===== src/hdl/bsa_pkg.sv =====
// Package for the button setpoint auto-repeat block.
// Holds register indexes, reset values, shared types and the setpoint step functions.
// No dependencies.
`default_nettype none

package bsa_pkg;

  // Configuration port geometry
  localparam int CFG_ADDR_W = 3;
  localparam int CFG_DATA_W = 16;

  // Register indexes on the configuration port
  typedef enum logic [CFG_ADDR_W-1:0] {
    REG_HOLD_MS     = 3'd0,
    REG_REPEAT_MS   = 3'd1,
    REG_DEBOUNCE_MS = 3'd2,
    REG_SHORT_STEP  = 3'd3,
    REG_LONG_STEP   = 3'd4,
    REG_MAX_VALUE   = 3'd5,
    REG_START_VALUE = 3'd6
  } bsa_reg_t;

  // Register values after reset
  localparam logic [15:0] HOLD_MS_RST     = 16'd1000;
  localparam logic [15:0] REPEAT_MS_RST   = 16'd500;
  localparam logic [7:0]  DEBOUNCE_MS_RST = 8'd10;
  localparam logic [7:0]  SHORT_STEP_RST  = 8'd1;
  localparam logic [7:0]  LONG_STEP_RST   = 8'd10;
  localparam logic [7:0]  MAX_VALUE_RST   = 8'd100;
  localparam logic [7:0]  START_VALUE_RST = 8'd50;

  // Timing settings shared by both button trackers
  typedef struct packed {
    logic [15:0] hold_ms;
    logic [15:0] repeat_ms;
    logic [7:0]  debounce_ms;
  } bsa_timing_t;

  // Step requests raised by one button tracker in one tick
  typedef struct packed {
    logic long_ev;
    logic short_ev;
  } bsa_event_t;

  // Increment with saturation at the upper limit. A short step does nothing
  // once the value has reached or passed the limit.
  function automatic logic [7:0] step_up(input logic [7:0] val, input logic [7:0] amt,
                                         input logic [7:0] lim, input logic is_long);
    logic [8:0] sum;
    logic [7:0] res;
    sum = {1'b0, val} + {1'b0, amt};
    res = (sum > {1'b0, lim}) ? lim : sum[7:0];
    if (!is_long && (val >= lim)) begin
      res = val;
    end
    return res;
  endfunction

  // Decrement with saturation at zero
  function automatic logic [7:0] step_down(input logic [7:0] val, input logic [7:0] amt);
    return (val >= amt) ? (val - amt) : 8'd0;
  endfunction

endpackage

`default_nettype wire


===== src/hdl/button_setpoint_autorepeat.sv =====
// Top level of the up/down button setpoint with auto repeat.
// Depends on bsa_pkg and instantiates bsa_button for each button.
//
//  Port group | Direction | Word contents
//  in_        | slave     | tick: inc_pressed, dec_pressed, reload
//  out_       | master    | setpoint_value, inc_held, dec_held after the tick
//  cfg_       | write     | register index and data, no read-back
//
// One tick word enters an input register and is processed once the output
// side can advance; the state registers then present the result word. A new
// word is taken every cycle while the out_ side is not stalled. The throughput
// is set by the state update of the two trackers and the setpoint chain.
// rst_n is synchronous and restores register defaults and clears the valid flags, trackers and setpoint.
// A stall on the out_ side holds the result and backs up through in_tready.
`default_nettype none

module button_setpoint_autorepeat #(
  parameter int TIME_WIDTH = 16
) (
  input  wire logic                           clk,
  input  wire logic                           rst_n,
  input  wire logic                           in_tvalid,
  output logic                                in_tready,
  input  wire logic [7:0]                     in_tdata,  // inc_pressed, dec_pressed, reload
  output logic                                out_tvalid,
  input  wire logic                           out_tready,
  output logic [15:0]                         out_tdata, // setpoint_value[7:0], inc_held, dec_held
  input  wire logic                           cfg_we,
  input  wire logic [bsa_pkg::CFG_ADDR_W-1:0] cfg_addr,
  input  wire logic [bsa_pkg::CFG_DATA_W-1:0] cfg_wdata
);
  import bsa_pkg::*;

  // Configuration registers
  logic [15:0] hold_ms_r, repeat_ms_r;
  logic [7:0]  debounce_ms_r, short_step_r, long_step_r, max_value_r, start_value_r;

  always_ff @(posedge clk) begin
    if (!rst_n) begin
      hold_ms_r     <= HOLD_MS_RST;
      repeat_ms_r   <= REPEAT_MS_RST;
      debounce_ms_r <= DEBOUNCE_MS_RST;
      short_step_r  <= SHORT_STEP_RST;
      long_step_r   <= LONG_STEP_RST;
      max_value_r   <= MAX_VALUE_RST;
      start_value_r <= START_VALUE_RST;
    end else if (cfg_we) begin
      unique case (cfg_addr)
        REG_HOLD_MS:     hold_ms_r     <= cfg_wdata;
        REG_REPEAT_MS:   repeat_ms_r   <= cfg_wdata;
        REG_DEBOUNCE_MS: debounce_ms_r <= cfg_wdata[7:0];
        REG_SHORT_STEP:  short_step_r  <= cfg_wdata[7:0];
        REG_LONG_STEP:   long_step_r   <= cfg_wdata[7:0];
        REG_MAX_VALUE:   max_value_r   <= cfg_wdata[7:0];
        REG_START_VALUE: start_value_r <= cfg_wdata[7:0];
        default: ;
      endcase
    end
  end

  // Input register and flow control
  logic s1_valid_r, s1_valid_nxt;
  logic s1_inc_r, s1_dec_r, s1_reload_r;
  logic out_valid_r, out_valid_nxt;
  logic advance, fire;

  assign advance   = !out_valid_r || out_tready;
  assign fire      = s1_valid_r && advance;
  assign in_tready = !s1_valid_r || advance;

  assign s1_valid_nxt  = (in_tvalid && in_tready) ? 1'b1 : (fire ? 1'b0 : s1_valid_r);
  assign out_valid_nxt = fire ? 1'b1 : (out_tready ? 1'b0 : out_valid_r);

  always_ff @(posedge clk) begin
    if (!rst_n) begin
      s1_valid_r  <= 1'b0;
      out_valid_r <= 1'b0;
    end else begin
      s1_valid_r  <= s1_valid_nxt;
      out_valid_r <= out_valid_nxt;
    end
  end

  always_ff @(posedge clk) begin
    if (in_tvalid && in_tready) begin
      s1_inc_r    <= in_tdata[0];
      s1_dec_r    <= in_tdata[1];
      s1_reload_r <= in_tdata[2];
    end
  end

  // Button trackers
  bsa_timing_t timing;
  bsa_event_t  inc_ev, dec_ev;
  logic        inc_trk, dec_trk;
  logic        tick_en, reload_en;

  assign timing    = '{hold_ms: hold_ms_r, repeat_ms: repeat_ms_r, debounce_ms: debounce_ms_r};
  assign tick_en   = fire && !s1_reload_r;
  assign reload_en = fire && s1_reload_r;

  bsa_button #(.TIME_WIDTH(TIME_WIDTH)) u_inc (
    .clk      (clk),
    .rst_n    (rst_n),
    .tick_en  (tick_en),
    .clr      (reload_en),
    .level    (s1_inc_r),
    .timing   (timing),
    .ev       (inc_ev),
    .tracking (inc_trk)
  );

  bsa_button #(.TIME_WIDTH(TIME_WIDTH)) u_dec (
    .clk      (clk),
    .rst_n    (rst_n),
    .tick_en  (tick_en),
    .clr      (reload_en),
    .level    (s1_dec_r),
    .timing   (timing),
    .ev       (dec_ev),
    .tracking (dec_trk)
  );

  // Setpoint chain: increment step first, then decrement step; a reload overrides both
  logic [7:0] value_r, value_nxt, after_inc;

  always_comb begin
    after_inc = value_r;
    if (inc_ev.long_ev) begin
      after_inc = step_up(value_r, long_step_r, max_value_r, 1'b1);
    end else if (inc_ev.short_ev) begin
      after_inc = step_up(value_r, short_step_r, max_value_r, 1'b0);
    end
    value_nxt = after_inc;
    if (dec_ev.long_ev) begin
      value_nxt = step_down(after_inc, long_step_r);
    end else if (dec_ev.short_ev) begin
      value_nxt = step_down(after_inc, short_step_r);
    end
    if (s1_reload_r) begin
      value_nxt = (start_value_r > max_value_r) ? max_value_r : start_value_r;
    end
  end

  always_ff @(posedge clk) begin
    if (!rst_n) begin
      value_r <= 8'd0;
    end else if (fire) begin
      value_r <= value_nxt;
    end
  end

  // The state registers double as the result register
  assign out_tvalid = out_valid_r;
  assign out_tdata  = {6'd0, dec_trk, inc_trk, value_r};

  // Checks
  a_fire_gives_word: assert property (@(posedge clk) disable iff (!rst_n)
    fire |=> out_tvalid)
    else $error("processed tick did not produce a result word");

  a_reload_clears: assert property (@(posedge clk) disable iff (!rst_n)
    reload_en |=> (!inc_trk && !dec_trk))
    else $error("reload left a press tracked");

  a_stall_holds_value: assert property (@(posedge clk) disable iff (!rst_n)
    (out_tvalid && !out_tready) |=> $stable(value_r))
    else $error("setpoint changed while the result word was stalled");

  a_empty_stage_ready: assert property (@(posedge clk) disable iff (!rst_n)
    !s1_valid_r |-> in_tready)
    else $error("input not ready with an empty input register");

endmodule

`default_nettype wire


===== src/hdl/bsa_button.sv =====
// Press tracker for one button: debounce, press timing and repeat timing.
// Depends on bsa_pkg for the timing and event structs.
`default_nettype none

module bsa_button #(
  parameter int TIME_WIDTH = 16
) (
  input  wire logic                clk,
  input  wire logic                rst_n,
  input  wire logic                tick_en,   // process one tick
  input  wire logic                clr,       // reload: drop all tracking
  input  wire logic                level,
  input  wire bsa_pkg::bsa_timing_t timing,
  output bsa_pkg::bsa_event_t      ev,
  output logic                     tracking
);
  import bsa_pkg::*;

  localparam int CMP_W = (TIME_WIDTH > 16) ? TIME_WIDTH : 16;

  logic                  trk_r, trk_nxt;
  logic [TIME_WIDTH-1:0] pt_r, pt_nxt;
  logic [TIME_WIDTH-1:0] sr_r, sr_nxt;
  logic [7:0]            deb_r, deb_nxt;

  logic [TIME_WIDTH-1:0] pt_tick, sr_tick;
  logic [7:0]            deb_inc;
  logic                  past_hold, past_repeat;

  // Time counters run while a press is tracked, saturating at all ones
  always_comb begin
    pt_tick = pt_r;
    sr_tick = sr_r;
    if (trk_r) begin
      pt_tick = (pt_r == '1) ? pt_r : pt_r + TIME_WIDTH'(1);
      sr_tick = (sr_r == '1) ? sr_r : sr_r + TIME_WIDTH'(1);
    end
  end

  assign past_hold   = CMP_W'(pt_tick) >= CMP_W'(timing.hold_ms);
  assign past_repeat = CMP_W'(sr_tick) >= CMP_W'(timing.repeat_ms);
  assign deb_inc     = (deb_r == 8'hFF) ? deb_r : deb_r + 8'd1;

  // Next state and step requests for this tick
  always_comb begin
    trk_nxt = trk_r;
    pt_nxt  = pt_tick;
    sr_nxt  = sr_tick;
    deb_nxt = deb_r;
    ev      = '0;
    if (level == trk_r) begin
      deb_nxt = 8'd0;
      if (trk_r && past_hold && past_repeat) begin
        sr_nxt     = '0;
        ev.long_ev = 1'b1;
      end
    end else if (deb_inc < timing.debounce_ms) begin
      deb_nxt = deb_inc;
    end else begin
      deb_nxt = 8'd0;
      if (!trk_r) begin
        trk_nxt = 1'b1;
        pt_nxt  = '0;
        sr_nxt  = '0;
      end else begin
        trk_nxt     = 1'b0;
        ev.short_ev = !past_hold;
      end
    end
  end

  // Tracker registers
  always_ff @(posedge clk) begin
    if (!rst_n || clr) begin
      trk_r <= 1'b0;
      pt_r  <= '0;
      sr_r  <= '0;
      deb_r <= 8'd0;
    end else if (tick_en) begin
      trk_r <= trk_nxt;
      pt_r  <= pt_nxt;
      sr_r  <= sr_nxt;
      deb_r <= deb_nxt;
    end
  end

  assign tracking = trk_r;

endmodule

`default_nettype wire


===== config.mk =====
export PLATFORM = sky130hd
export DESIGN_NAME = button_setpoint_autorepeat
export DESIGN_NICKNAME = d
export VERILOG_FILES = /design/src/hdl/bsa_pkg.sv /design/src/hdl/button_setpoint_autorepeat.sv /design/src/hdl/bsa_button.sv
export SDC_FILE = /design/constraint.sdc
export NUM_CORES = 1
export LEC_CHECK = 0
export BUFFER_PORTS_ARGS = -buffer_cell sky130_fd_sc_hd__buf_4
export CORE_MARGIN = 2
export CORE_UTILIZATION = 55
export DETAILED_ROUTE_END_ITERATION = 10
export PLACE_DENSITY = 0.72
export SYNTH_ARGS = -nofsm -noshare
export SYNTH_HDL_FRONTEND = slang
export SYNTH_SLANG_ARGS = --single-unit

===== constraint.sdc =====
create_clock -name clk -period 15.95 [get_ports clk]
set_input_delay 4.785 -clock clk [delete_from_list [all_inputs] [get_ports clk]]
set_output_delay 4.785 -clock clk [all_outputs]
set_load 0.05 [all_outputs]

---- Yosys cells after proc, flatten, opt, wreduce, memory -nomap -nowiden ----
Index checks and enable logic that the tools add are counted.
word-level totals
  register bits after elaboration ......... 167
  bits of input ports ..................... 32
  output and inout port bits .............. 18
  logic and storage cells ................. 145
cells by class
  eq/ne operators ......................... 14
  magnitude comparators ................... 12
  reductions and logical operators ........ 29
  bitwise operators ....................... 4
  $add $sub $neg .......................... 10
  mux-type cells .......................... 55
operator list
  kind                                                              count
  16-bit 2-to-1 mux                                                 22
  8-bit 2-to-1 mux                                                  17
  16-bit by 1-bit adder with 16-bit output (second input constant)  4
  16-bit == test (second input constant)                            4
  16-bit greater-or-equal comparator                                4
  8-bit greater-or-equal comparator                                 3
  8-bit by 8-bit adder with 9-bit output                            2
  9-bit by 8-bit > comparator with 1-bit output                     2
  8-bit by 1-bit adder with 8-bit output (second input constant)    2
  8-bit == test (second input constant)                             2
  8-bit < comparator                                                2
  1-bit 2-to-1 mux                                                  16
  8-bit subtractor                                                  2
  2-bit AND reduction                                               7
  3-bit == test (second input constant)                             3
  8-bit > comparator                                                1
  1-bit logical AND                                                 8
  3-bit by 2-bit == test with 1-bit output (second input constant)  2
  1-bit zero test                                                   6
  3-bit AND reduction                                               2
  1-bit NOT                                                         4
  2-bit nonzero test                                                2
  3-bit by 1-bit == test with 1-bit output (second input constant)  1
  3-bit zero test                                                   1
  2 further kinds                                                   5

---- Logic depth before layout (Yosys ltp) ----
Gate-level depths: netlist of run 1.
  depth in word-level cells ............... 15
  depth in mapped cells ................... 29
  mapped depth without buffers ............ 28

---- Hierarchy ----
A second synthesis of run 1 with hierarchy kept.
unflattened totals
  cells, all modules ...................... 1669
  area total of the unflattened synthesis .. 13175.1 µm²
modules (own cells, without submodules)
  module                      area an instance (µm²)  sequential area each (µm²)  times used  cells an instance
  button_setpoint_autorepeat  6059.6                  1731.7                      1           769
  bsa_button at u_inc         3607.2                  820.8                       1           454
  bsa_button at u_dec         3508.4                  820.8                       1           446

---- Worst setup path after synthesis of run 1 ----
OpenSTA, ideal clock, no wires.
  path kind ............................... input to output
  start ................................... input port out_tready
  end ..................................... output port in_tready
  data required time ...................... 11.165 ns
  data arrival time ....................... 5.335 ns
  path buffers ............................ 0
  stages on the path ...................... 2
  slack ................................... 5.830 ns
  cell sequence ........................... nor2b_1 > nand2_1
between the ends
  cells in the longest elaborated chain, start to end .. 2
RTL lines
  what                RTL line                          source
  start: declaration  button_setpoint_autorepeat.sv:26  input wire logic out_tready,
  1-bit logical OR    button_setpoint_autorepeat.sv:67  assign advance = !out_valid_r || out_tready;
  1-bit logical OR    button_setpoint_autorepeat.sv:69  assign in_tready = !s1_valid_r || advance;
  end: declaration    button_setpoint_autorepeat.sv:23  output logic in_tready,
Every way passes these cells.

---- Worst setup path in the final report of run 1 ----
Same ends and word-level chain as after synthesis.

==> results.md, run 1 <==
- Yosys top cell area share: 0.265
- ANT cells: 0
- Unique masters post-synth: 86
- CP startpoint kind: primary input
- Area Growth Syn to Fin: 8.48%
- Area leader, netlist: dfxtp_1
- Clock Path Buffers: 2
- IO buf count: 38
- Share of layout cells above drive strength 1: 0.0738
- Worst path required time: 11.17 ns
- Delay of the slowest critical-path stage: 0.25 ns
- CP endpoint kind: output port
- Mapped Area: 12400 um2
- Max-Cap Viols: 0
- Hold path endpoint: debounce_ms_r[7]$_SDFFE_PN0P_
- GRT Util Overall: 0.285
- Commonest non-fill, non-tap cell in the layout: nand2_1
- Worst reg2reg path depth: 26
- Core ar.: 22000 um2
- Syn Inst Count: 1565
- Crit path cell chain: buf_4 > nor2b_1 > nand2_1 > buf_4
- ANT nets after route: 0
- Dominant synthesized flop cell: dfxtp_1
- Reg2reg start: u_inc.pt_r[3]$_SDFFE_PP0P_
- Post-route minimum period: 10.23 ns
- CTS Hold Buffers Added: 0
- CP Class: in2out
- Maximum fanout along the worst path: 5
- CTS Buf Count: 17
- RSZ-0062 raised after global routing: false
- Dpl hpwl: 24600 um
- Die width: 154 um
- H-tree depth: 4
- Worst Hold Launch: debounce_ms_r[7]$_SDFFE_PN0P_
- Yosys warning count: 0
- Multi-input gate area: 8430 um2
- Post-synth EDFFs: 3
- Outcome: finished clean
- Critical Path AT: 5.44 ns
- Largest net degree at the start of global routing: 93
- Vias per cell: 6.04
- TritonRoute pass-1 iters: 6
- Clock Latency Late Sink: 0.44 ns
- Final setup margin: 5.72 ns
- Synthesized flop and latch total: 167
- Filler cells: 1947
- Sink Count: 167
- Root buffer cell: clkbuf_16
- Hold WS: 0.466 ns
- Slew @ Worst Pin: 1.08 ns
- Storage element area: 3370 um2
- Most used cell, CP: buf_4
- Place WS: 5.71 ns
- Cell count of the worst hold path: 2
- First-iteration detailed-routing DRC count: 1063
- Initial antenna violation count: 0
- Setup_tns: 0 ns
- Routed vias: 11300
- Row count: 54
- Post-cts resize count: 0
- Hold Crit Class: reg2reg
- Worst vdd ir: 61.0 uV
- Static leakage: 5.47 nW
- Clock transition at the registers of the reported paths: 0.07 ns
- Die Area: 23700 um2
- Async SR Flop Fraction: 0
- Total gr overflow: 0
- Tcrit/Tclk final: 0.641
- I/O pins: 50
- Placed inst area: 12800 um2
- CTS tree: yes
- Kind of cell adding the most delay to the critical path: simple AND/OR/NAND/NOR gates
- Global-route wire length before repair: 54400 um
- WL per Instance: 18.1 um
- Max-slew violation count: 0
- DRC Markers: 0
- Synth Area per Inst: 7.91 um2
- Vias in the first global route: 10700
- Slew headroom: 0.279
- Setup violators final: 0
- Initial core utilization: 0.563
- Slowest stage cell, crit path: nor2b_1
- Synth area leaders: dfxtp_1 (27%), ha_1 (15%), nand2_1 (7.4%), nor2_1 (4.1%), a21oi_1 (4.0%)
- Die Y: 154 um
- Register area share after synthesis: 0.273
- Hold Vio Cnt, Final: 0
- Most frequent cells in the layout: nand2_1 (244), dfxtp_1 (164), ha_1 (148)
- GP Congestion: 0.934
- Final #Nets: 1757
- Power per standard cell area: 73.5 nW/um2
- RR Endpoint: value_r[6]$_SDFFE_PN0P_
- Drt total wl: 33700 um
- FF-to-FF setup slack: 9.28 ns
- Final setup skew: 0.0111 ns
- CP bufs+invs: 2
- Fmax: 97.8 MHz
- Final instance area: 13400 um2
- Postcts setup bufs: 0
## power breakdown
group	leakage (nW)	switching (mW)	internal, mW	total [mW]
Combinational	3.82	0.0744	0.0410	0.115
Sequential	1.36	0.00820	0.425	0.433
Clock	0.294	0.184	0.255	0.439
Total	5.47	0.266	0.721	0.987
## cell families (layout without fill, tap and decap cells)
group	count (synthesis)	count (layout)	synth area share
compound gates	387	387	0.213
fa+ha+maj	152	152	0.156
simple gates	606	606	0.229
xor+xnor	75	75	0.0531
flops	167	167	0.273
other cells	1	6	0.000303
buf+inv	146	162	0.0490
mux	31	31	0.0263
## cell type report
cell class                      count  share of cell area
Multi-Input combinational cell   1257               0.628
Sequential cell                   167               0.251
Clock buffer                       21              0.0343
Tap cell                          280              0.0261
Timing Repair Buffer               46              0.0257
Inverter                           84              0.0235
Clock inverter                     11              0.0109
## synthesized netlist by cell type, types with 24 or more instances
cell        n
inv_1      82
o21ai_0    55
a21oi_1    98
dfxtp_1   164
ha_1      148
clkbuf_1   43
nand3_1    52
xnor2_1    54
a22oi_1    43
nand4_1    29
o211ai_1   31
nand2_1   245
nor2_1    135
a21boi_0   51
nor2b_1    24
nor3_1     30
## per-stage QoR
| stage | util | power (mW) | std cells |
|---|---|---|---|
| after floorplan | - | 0.520 | 1570 |
| after global placement | 0.584 | 0.553 | 1834 |
| after detailed placement | 0.584 | 0.555 | 1834 |
| after CTS | 0.611 | 0.988 | 1866 |
| after global routing | 0.611 | 1.02 | 1866 |
| final | 0.611 | 0.987 | 1866 |
## routing by layer
metal / wire length, um / track usage
met1: 15600 / 0.390
met2: 15000 / 0.461
met3: 2370 / 0.0505
met4: 719 / 0.0863
met5: 0 / 0
## worst max path at each step
stage	from	endpoint	slack [ns]	cells past startpoint
after CTS	out_tready	in_tready	5.70	4
after detailed placement	out_tready	in_tready	5.71	4
after global routing	out_tready	in_tready	5.65	4
after global placement	out_tready	in_tready	5.74	4
after floorplan	out_tready	in_tready	5.83	2
final	out_tready	in_tready	5.72	4
## flip-flops by register name (all words and copies together), names as in the netlist
| signal | flops |
|---|---|
| debounce_ms_r | 8 |
| short_step_r | 8 |
| hold_ms_r | 16 |
| value_r | 8 |
| s1_reload_r | 1 |
| u_dec.tracking | 1 |
| out_tvalid | 1 |
| start_value_r | 8 |
| u_inc.deb_r | 8 |
| u_inc.pt_r | 16 |
| s1_inc_r | 1 |
| u_inc.sr_r | 16 |
| u_inc.tracking | 1 |
| repeat_ms_r | 16 |
| u_dec.sr_r | 16 |
| u_dec.deb_r | 8 |
| u_dec.pt_r | 16 |
| max_value_r | 8 |
| long_step_r | 8 |
| s1_dec_r | 1 |
| s1_valid_r | 1 |
## tightest hold or removal path, delay by kind of cell, from the launching register on
kind / cells / cell delay [ns]
flip-flops: 1 / 0.31
AO/OA/AOI/OAI: 1 / 0.06
AND/OR/NAND/NOR: 1 / 0.05
Note: power is estimated with default switching activity, not from simulation.
==> run 2: changes to the inputs <==
Clock period 15.95 ns to 10.3 ns, I/O delays scaled along.
==> results.md, run 2 (synthesis results as in run 1) <==
- Die width: 154 um (unchanged)
- Tcrit/Tclk final: 0.665
- Post-route minimum period: 6.85 ns
- Vias per cell: 6.13 (+1.5%)
- Setup violators final: 0 (unchanged)
- ANT nets after route: 0 (unchanged)
- Clock Latency Late Sink: 0.44 ns (about the same)
- Commonest non-fill, non-tap cell in the layout: nand2_1
- H-tree depth: 4 (unchanged)
- TritonRoute pass-1 iters: 5 (-1)
- Row count: 54 (unchanged)
- RR Endpoint: value_r[6]$_SDFFE_PN0P_
- Fmax: 146 MHz
- Clock transition at the registers of the reported paths: 0.07 ns (about the same)
- Clock Path Buffers: 2 (unchanged)
- Vias in the first global route: 10700 (+0.52%)
- Critical Path AT: 3.76 ns (-1.68 ns)
- Hold WS: 0.467 ns (+0.00178 ns)
- Tot Pwr: 1.53 mW (+55%)
- Sink Count: 167 (unchanged)
- CP endpoint: in_tready
- CP startpoint: out_tready
- Post-cts resize count: 0 (unchanged)
- GRT Util Overall: 0.292 (+0.00635)
- Setup_tns: 0 ns (unchanged)
- Max-slew violation count: 0 (unchanged)
- Final #Nets: 1757 (unchanged)
- Cell count of the worst hold path: 2 (unchanged)
- Postcts setup bufs: 0 (unchanged)
- Clk pwr share: 0.443 (-0.002)
- Worst vdd ir: 87.6 uV (+44%)
- Worst path required time: 7.21 ns (-3.96 ns)
- Static leakage: 5.45 nW (-0.28%)
- Pint: 1.12 mW (+55%)
- Area Growth Syn to Fin: 8.47% (about the same)
- Power per standard cell area: 114 nW/um2 (+55%)
- First-iteration detailed-routing DRC count: 1117 (+5.1%)
- GP Congestion: 0.908 (-2.8%)
- Initial core utilization: 0.563 (unchanged)
- Die Area: 23700 um2 (unchanged)
- FF-to-FF setup slack: 3.60 ns (-5.68 ns)
- CTS Buf Count: 17 (unchanged)
- Cells after DPL: 1834 (unchanged)
- CP endpoint kind: output port
- Routed vias: 11400 (+1.5%)
- Outcome: finished clean
- Final setup margin: 3.45 ns (-2.27 ns)
- P_sw: 411 uW (+54%)
- Logic pwr share: 0.118 (about the same)
- Reg2reg start: u_inc.pt_r[3]$_SDFFE_PP0P_
- Multi-input gate area: 8430 um2 (unchanged)
- Share of layout cells above drive strength 1: 0.0732 (-0.000584)
- Sw Share: 0.269 (-0.000447)
- DRC Markers: 0 (unchanged)
- Total gr overflow: 0 (unchanged)
- Worst reg2reg path depth: 26 (unchanged)
- I/O pins: 50 (unchanged)
- IO buf count: 38 (unchanged)
- CTS Hold Buffers Added: 0 (unchanged)
- Maximum fanout along the worst path: 5 (unchanged)
- Root buffer cell: clkbuf_16
- Core ar.: 22000 um2 (unchanged)
- Place WS: 3.45 ns (-2.26 ns)
- Storage element area: 3370 um2 (unchanged)
- Hold Vio Cnt, Final: 0 (unchanged)
- Filler cells: 1978 (+1.6%)
- Most frequent cells in the layout: nand2_1 (244), dfxtp_1 (164), ha_1 (148)
- Drt total wl: 34400 um (+2.0%)
- Final setup skew: 0.0137 ns (+0.00262 ns)
- Slew @ Worst Pin: 1.13 ns (+0.0524 ns)
- Die Y: 154 um (unchanged)
- Initial antenna violation count: 0 (unchanged)
- CP startpoint kind: primary input
- ANT cells: 0 (unchanged)
- Final non-filler cell total: 1865 (-0.054%)
- Slew headroom: 0.244 (-0.0350)
- RSZ-0062 raised after global routing: false
- Largest net degree at the start of global routing: 93 (unchanged)
- CTS tree: yes
- Dpl hpwl: 24800 um (+0.73%)
- Max-Cap Viols: 0 (unchanged)
- Global-route wire length before repair: 55500 um (+2.0%)
- Seq pwr share: 0.439 (about the same)
- WL per Instance: 18.5 um (+2.0%)
- CP Class: in2out
- Hold Crit Class: reg2reg
[run 2: critical path, stage by stage]
cell and delay [ns]:
buf_4 0.11, nor2b_1 0.25, nand2_1 0.11, buf_4 0.20
[run 2: layout make-up]
type / count / share of cell area
Clock buffer: 21 / 0.0343
Clock inverter: 10 / 0.0108
Inverter: 84 / 0.0235
Multi-Input combinational cell: 1257 / 0.628
Sequential cell: 167 / 0.251
Tap cell: 280 / 0.0261
Timing Repair Buffer: 46 / 0.0257
[run 2: power groups by stage]
stage | Clock, mW | Combinational (mW) | Sequential, mW
after global placement | 0 | 0.172 | 0.684
after floorplan | 0 | 0.122 | 0.684
final | 0.677 | 0.180 | 0.670
after CTS | 0.684 | 0.177 | 0.670
after detailed placement | 0 | 0.176 | 0.684
after global routing | 0.708 | 0.197 | 0.671
[run 2: layer usage]
| layer | global-route usage | share of wire | vias up |
|---|---|---|---|
| met5 | 0 | 0 | - |
| met4 | 0.0837 | 0.019 | 0 |
| met3 | 0.0505 | 0.069 | 52 |
| met2 | 0.473 | 0.46 | 399 |
| met1 | 0.399 | 0.46 | 5391 |
| li1 | - | - | 5588 |
[run 2: worst min path at each step]
stage                                         end  slack (ns)                     startpoint
floorplan              hold_ms_r[14]$_SDFFE_PN0P_        0.44     hold_ms_r[14]$_SDFFE_PN0P_
global placement    debounce_ms_r[7]$_SDFFE_PN0P_        0.45  debounce_ms_r[7]$_SDFFE_PN0P_
detailed placement  debounce_ms_r[7]$_SDFFE_PN0P_        0.46  debounce_ms_r[7]$_SDFFE_PN0P_
CTS                     hold_ms_r[2]$_SDFFE_PN0P_        0.47      hold_ms_r[2]$_SDFFE_PN0P_
global route            hold_ms_r[2]$_SDFFE_PN0P_        0.49      hold_ms_r[2]$_SDFFE_PN0P_
finish              debounce_ms_r[7]$_SDFFE_PN0P_        0.47  debounce_ms_r[7]$_SDFFE_PN0P_
[run 2: stage by stage]
stage,utilization,area (um2)
after floorplan,-,12400
after global placement,0.584,12800
after detailed placement,0.584,12800
after CTS,0.611,13400
after global routing,0.611,13400
final,0.611,13400
==> run 3: changes to the inputs <==
Clock period 10.3 ns to 6.6 ns, I/O delays scaled along.
==> results.md, run 3 (synthesis results as in run 1) <==
- Outcome: finished clean
- Initial antenna violation count: 0 (unchanged)
- Most frequent cells in the layout: nand2_1 (244), dfxtp_1 (164), ha_1 (148)
- Crit path cell chain: and4_1 > and4_1 > nand4_1 > o21ai_2 > nor2_1 > and3_1 > xor2_1 > ha_1 > and4_1 > o2111ai_1 > a31o_1 > a31oi_2 > nor2_1 > a211oi_4 > buf_4 > mux2i_2 > ha_1 > a21o_1 > a31oi_1 > a21o_1 > a21oi_1 > nand2_1 > o221ai_1 > a221o_1
- Hold path endpoint: hold_ms_r[15]$_SDFFE_PN0P_
- TritonRoute pass-1 iters: 6 (+1)
- Clock transition at the registers of the reported paths: 0.07 ns (about the same)
- Dpl hpwl: 25200 um (+1.6%)
- Worst Hold Launch: hold_ms_r[15]$_SDFFE_PN0P_
- Global-route wire length before repair: 55100 um (-0.60%)
- Final instance area: 13500 um2 (+0.71%)
- Clock Path Buffers: 2 (unchanged)
- FF-to-FF setup slack: 0.48 ns (-3.12 ns)
- Die Area: 23700 um2 (unchanged)
- GRT Util Overall: 0.291 (-0.000594)
- Sink Count: 167 (unchanged)
- Placed inst area: 12900 um2 (+0.53%)
- Clock Latency Late Sink: 0.44 ns (about the same)
- Power per standard cell area: 176 nW/um2 (+54%)
- Logic pwr share: 0.120 (+0.002)
- Maximum fanout along the worst path: 7 (+2)
- Final setup margin: 0.479 ns (-2.97 ns)
- Area Growth Syn to Fin: 9.24%
- Setup violators final: 0 (unchanged)
- Cells after DPL: 1843 (+0.49%)
- Max-Cap Viols: 0 (unchanged)
- CP Class: reg2reg
- Post-route minimum period: 6.12 ns
- Critical Path AT: 6.45 ns (+2.69 ns)
- Kind of cell adding the most delay to the critical path: compound AO/OA/AOI/OAI gates
- Max-slew violation count: 0 (unchanged)
- Vias per cell: 6.05 (-1.3%)
- I/O pins: 50 (unchanged)
- Total gr overflow: 0 (unchanged)
- Reg2reg start: u_inc.pt_r[3]$_SDFFE_PP0P_
- GP Congestion: 0.964 (+6.2%)
- Hold Crit Class: reg2reg
- RR Endpoint: value_r[6]$_SDFFE_PN0P_
- Cell count of the worst hold path: 2 (unchanged)
- Hold Vio Cnt, Final: 0 (unchanged)
- H-tree depth: 4 (unchanged)
- Postcts setup bufs: 0 (unchanged)
- Largest net degree at the start of global routing: 70 (-25%)
- Commonest non-fill, non-tap cell in the layout: nand2_1
- ANT nets after route: 0 (unchanged)
- Drt total wl: 34200 um (-0.66%)
- Die width: 154 um (unchanged)
- Core ar.: 22000 um2 (unchanged)
- Fmax: 163 MHz
- Delay of the slowest critical-path stage: 0.45 ns (+0.20 ns)
- Vias in the first global route: 10700 (-0.47%)
- DRC Markers: 0 (unchanged)
- Slowest stage cell, crit path: dfxtp_1
- CP endpoint kind: flop
- Root buffer cell: clkbuf_16
- Final non-filler cell total: 1875 (+0.54%)
- RSZ-0062 raised after global routing: false
- CTS tree: yes
- Tot Pwr: 2.38 mW (+56%)
- Die Y: 154 um (unchanged)
- WL per Instance: 18.2 um (-1.2%)
- First-iteration detailed-routing DRC count: 1024 (-8.3%)
- Most used cell, CP: and4_1
- Share of layout cells above drive strength 1: 0.0809 (+0.00769)
- CTS Buf Count: 17 (unchanged)
- ANT cells: 0 (unchanged)
- Routed vias: 11300 (-0.80%)
- Pint: 1.73 mW (+55%)
- Setup_tns: 0 ns (unchanged)
- CP startpoint kind: flop
- Slew @ Worst Pin: 1.14 ns (+0.0137 ns)
- Seq pwr share: 0.440 (about the same)
- Worst vdd ir: 132 uV (+50%)
- Clk pwr share: 0.440 (-0.003)
- IO buf count: 38 (unchanged)
- CP bufs+invs: 1 (-1)
- Initial core utilization: 0.563 (unchanged)
- Slew headroom: 0.235 (-0.00917)
- Tcrit/Tclk final: 0.927
- Place WS: 0.201 ns (-3.25 ns)
- Static leakage: 5.51 nW (+1.1%)
- Final #Nets: 1766 (+0.51%)
- Sw Share: 0.270 (+0.000713)
- Worst reg2reg path depth: 24 (-7.7%)
- Row count: 54 (unchanged)
- Worst path required time: 6.93 ns (-0.28 ns)
- Final setup skew: 0.00994 ns (-0.00374 ns)
- P_sw: 641 uW (+56%)
## run 3: cell count changes in the layout (fill, tap and decap cells not counted), moves of 2 or more
cell / previous run / this run
clkinv_2: 0 / 2
clkinv_4: 0 / 2
mux2i_2: 0 / 2
buf_4: 46 / 55
clkinvlp_4: 5 / 3
mux2i_1: 22 / 20
## run 3: metal layers
layer | vias up | global-route usage | part of all wire
met4 | 0 | 0.0992 | 0.027
met3 | 71 | 0.0499 | 0.069
met2 | 338 | 0.471 | 0.46
met5 | - | 0 | 0
met1 | 5329 | 0.393 | 0.45
li1 | 5601 | - | -
## run 3: repair_timing
action / CTS / global route
gates resized for setup: 0 / 7
hold endpoints to repair: 0 / 0
hold buffers: 0 / 0
setup endpoints to repair: 0 / 8
## run 3: cell type report
| cell class | instances | area (um2) |
|---|---|---|
| Clock inverter | 11 | 149 |
| Tap cell | 280 | 350 |
| Multi-Input combinational cell | 1257 | 8470 |
| Clock buffer | 21 | 450 |
| Fill cell | 1984 | 8440 |
| Timing Repair Buffer | 55 | 413 |
| Inverter | 84 | 315 |
| Sequential cell | 167 | 3370 |
## run 3: worst register-to-register path: cells and delay by family (launching register included)
family | cells | cell delay (ns)
AND/OR/NAND/NOR | 8 | 1.66
AO/OA/AOI/OAI | 11 | 2.47
adder cells (fa/ha/maj) | 2 | 0.66
flip-flops | 1 | 0.45
XOR/XNOR | 1 | 0.16
buffers and inverters | 1 | 0.22
multiplexers | 1 | 0.39
## run 3: per-stage QoR
step | utilization | hold slack [ns]
3_3_place_gp | 0.587 | 0.451
2_1_floorplan | - | 0.436
5_1_grt | 0.616 | 0.481
4_1_cts | 0.614 | 0.466
6_report | 0.616 | 0.465
3_5_place_dp | 0.587 | 0.458
## run 3: worst max-delay path by stage
stage,from,end,depth (start not counted)
floorplan,u_inc.pt_r[4]$_SDFFE_PP0P_,value_r[6]$_SDFFE_PN0P_,26
global placement,u_inc.pt_r[3]$_SDFFE_PP0P_,value_r[6]$_SDFFE_PN0P_,25
detailed placement,u_inc.pt_r[3]$_SDFFE_PP0P_,value_r[6]$_SDFFE_PN0P_,25
CTS,u_inc.pt_r[3]$_SDFFE_PP0P_,value_r[6]$_SDFFE_PN0P_,25
global route,u_inc.sr_r[3]$_SDFFE_PP0P_,value_r[6]$_SDFFE_PN0P_,27
finish,u_inc.pt_r[3]$_SDFFE_PP0P_,value_r[6]$_SDFFE_PN0P_,24
## run 3: power by group through the flow
stage | logic, mW | registers, mW | clock network [mW]
4_1_cts | 0.281 | 1.04 | 1.06
3_5_place_dp | 0.280 | 1.07 | 0
3_3_place_gp | 0.273 | 1.07 | 0
2_1_floorplan | 0.190 | 1.07 | 0
6_report | 0.285 | 1.04 | 1.05
5_1_grt | 0.312 | 1.05 | 1.09
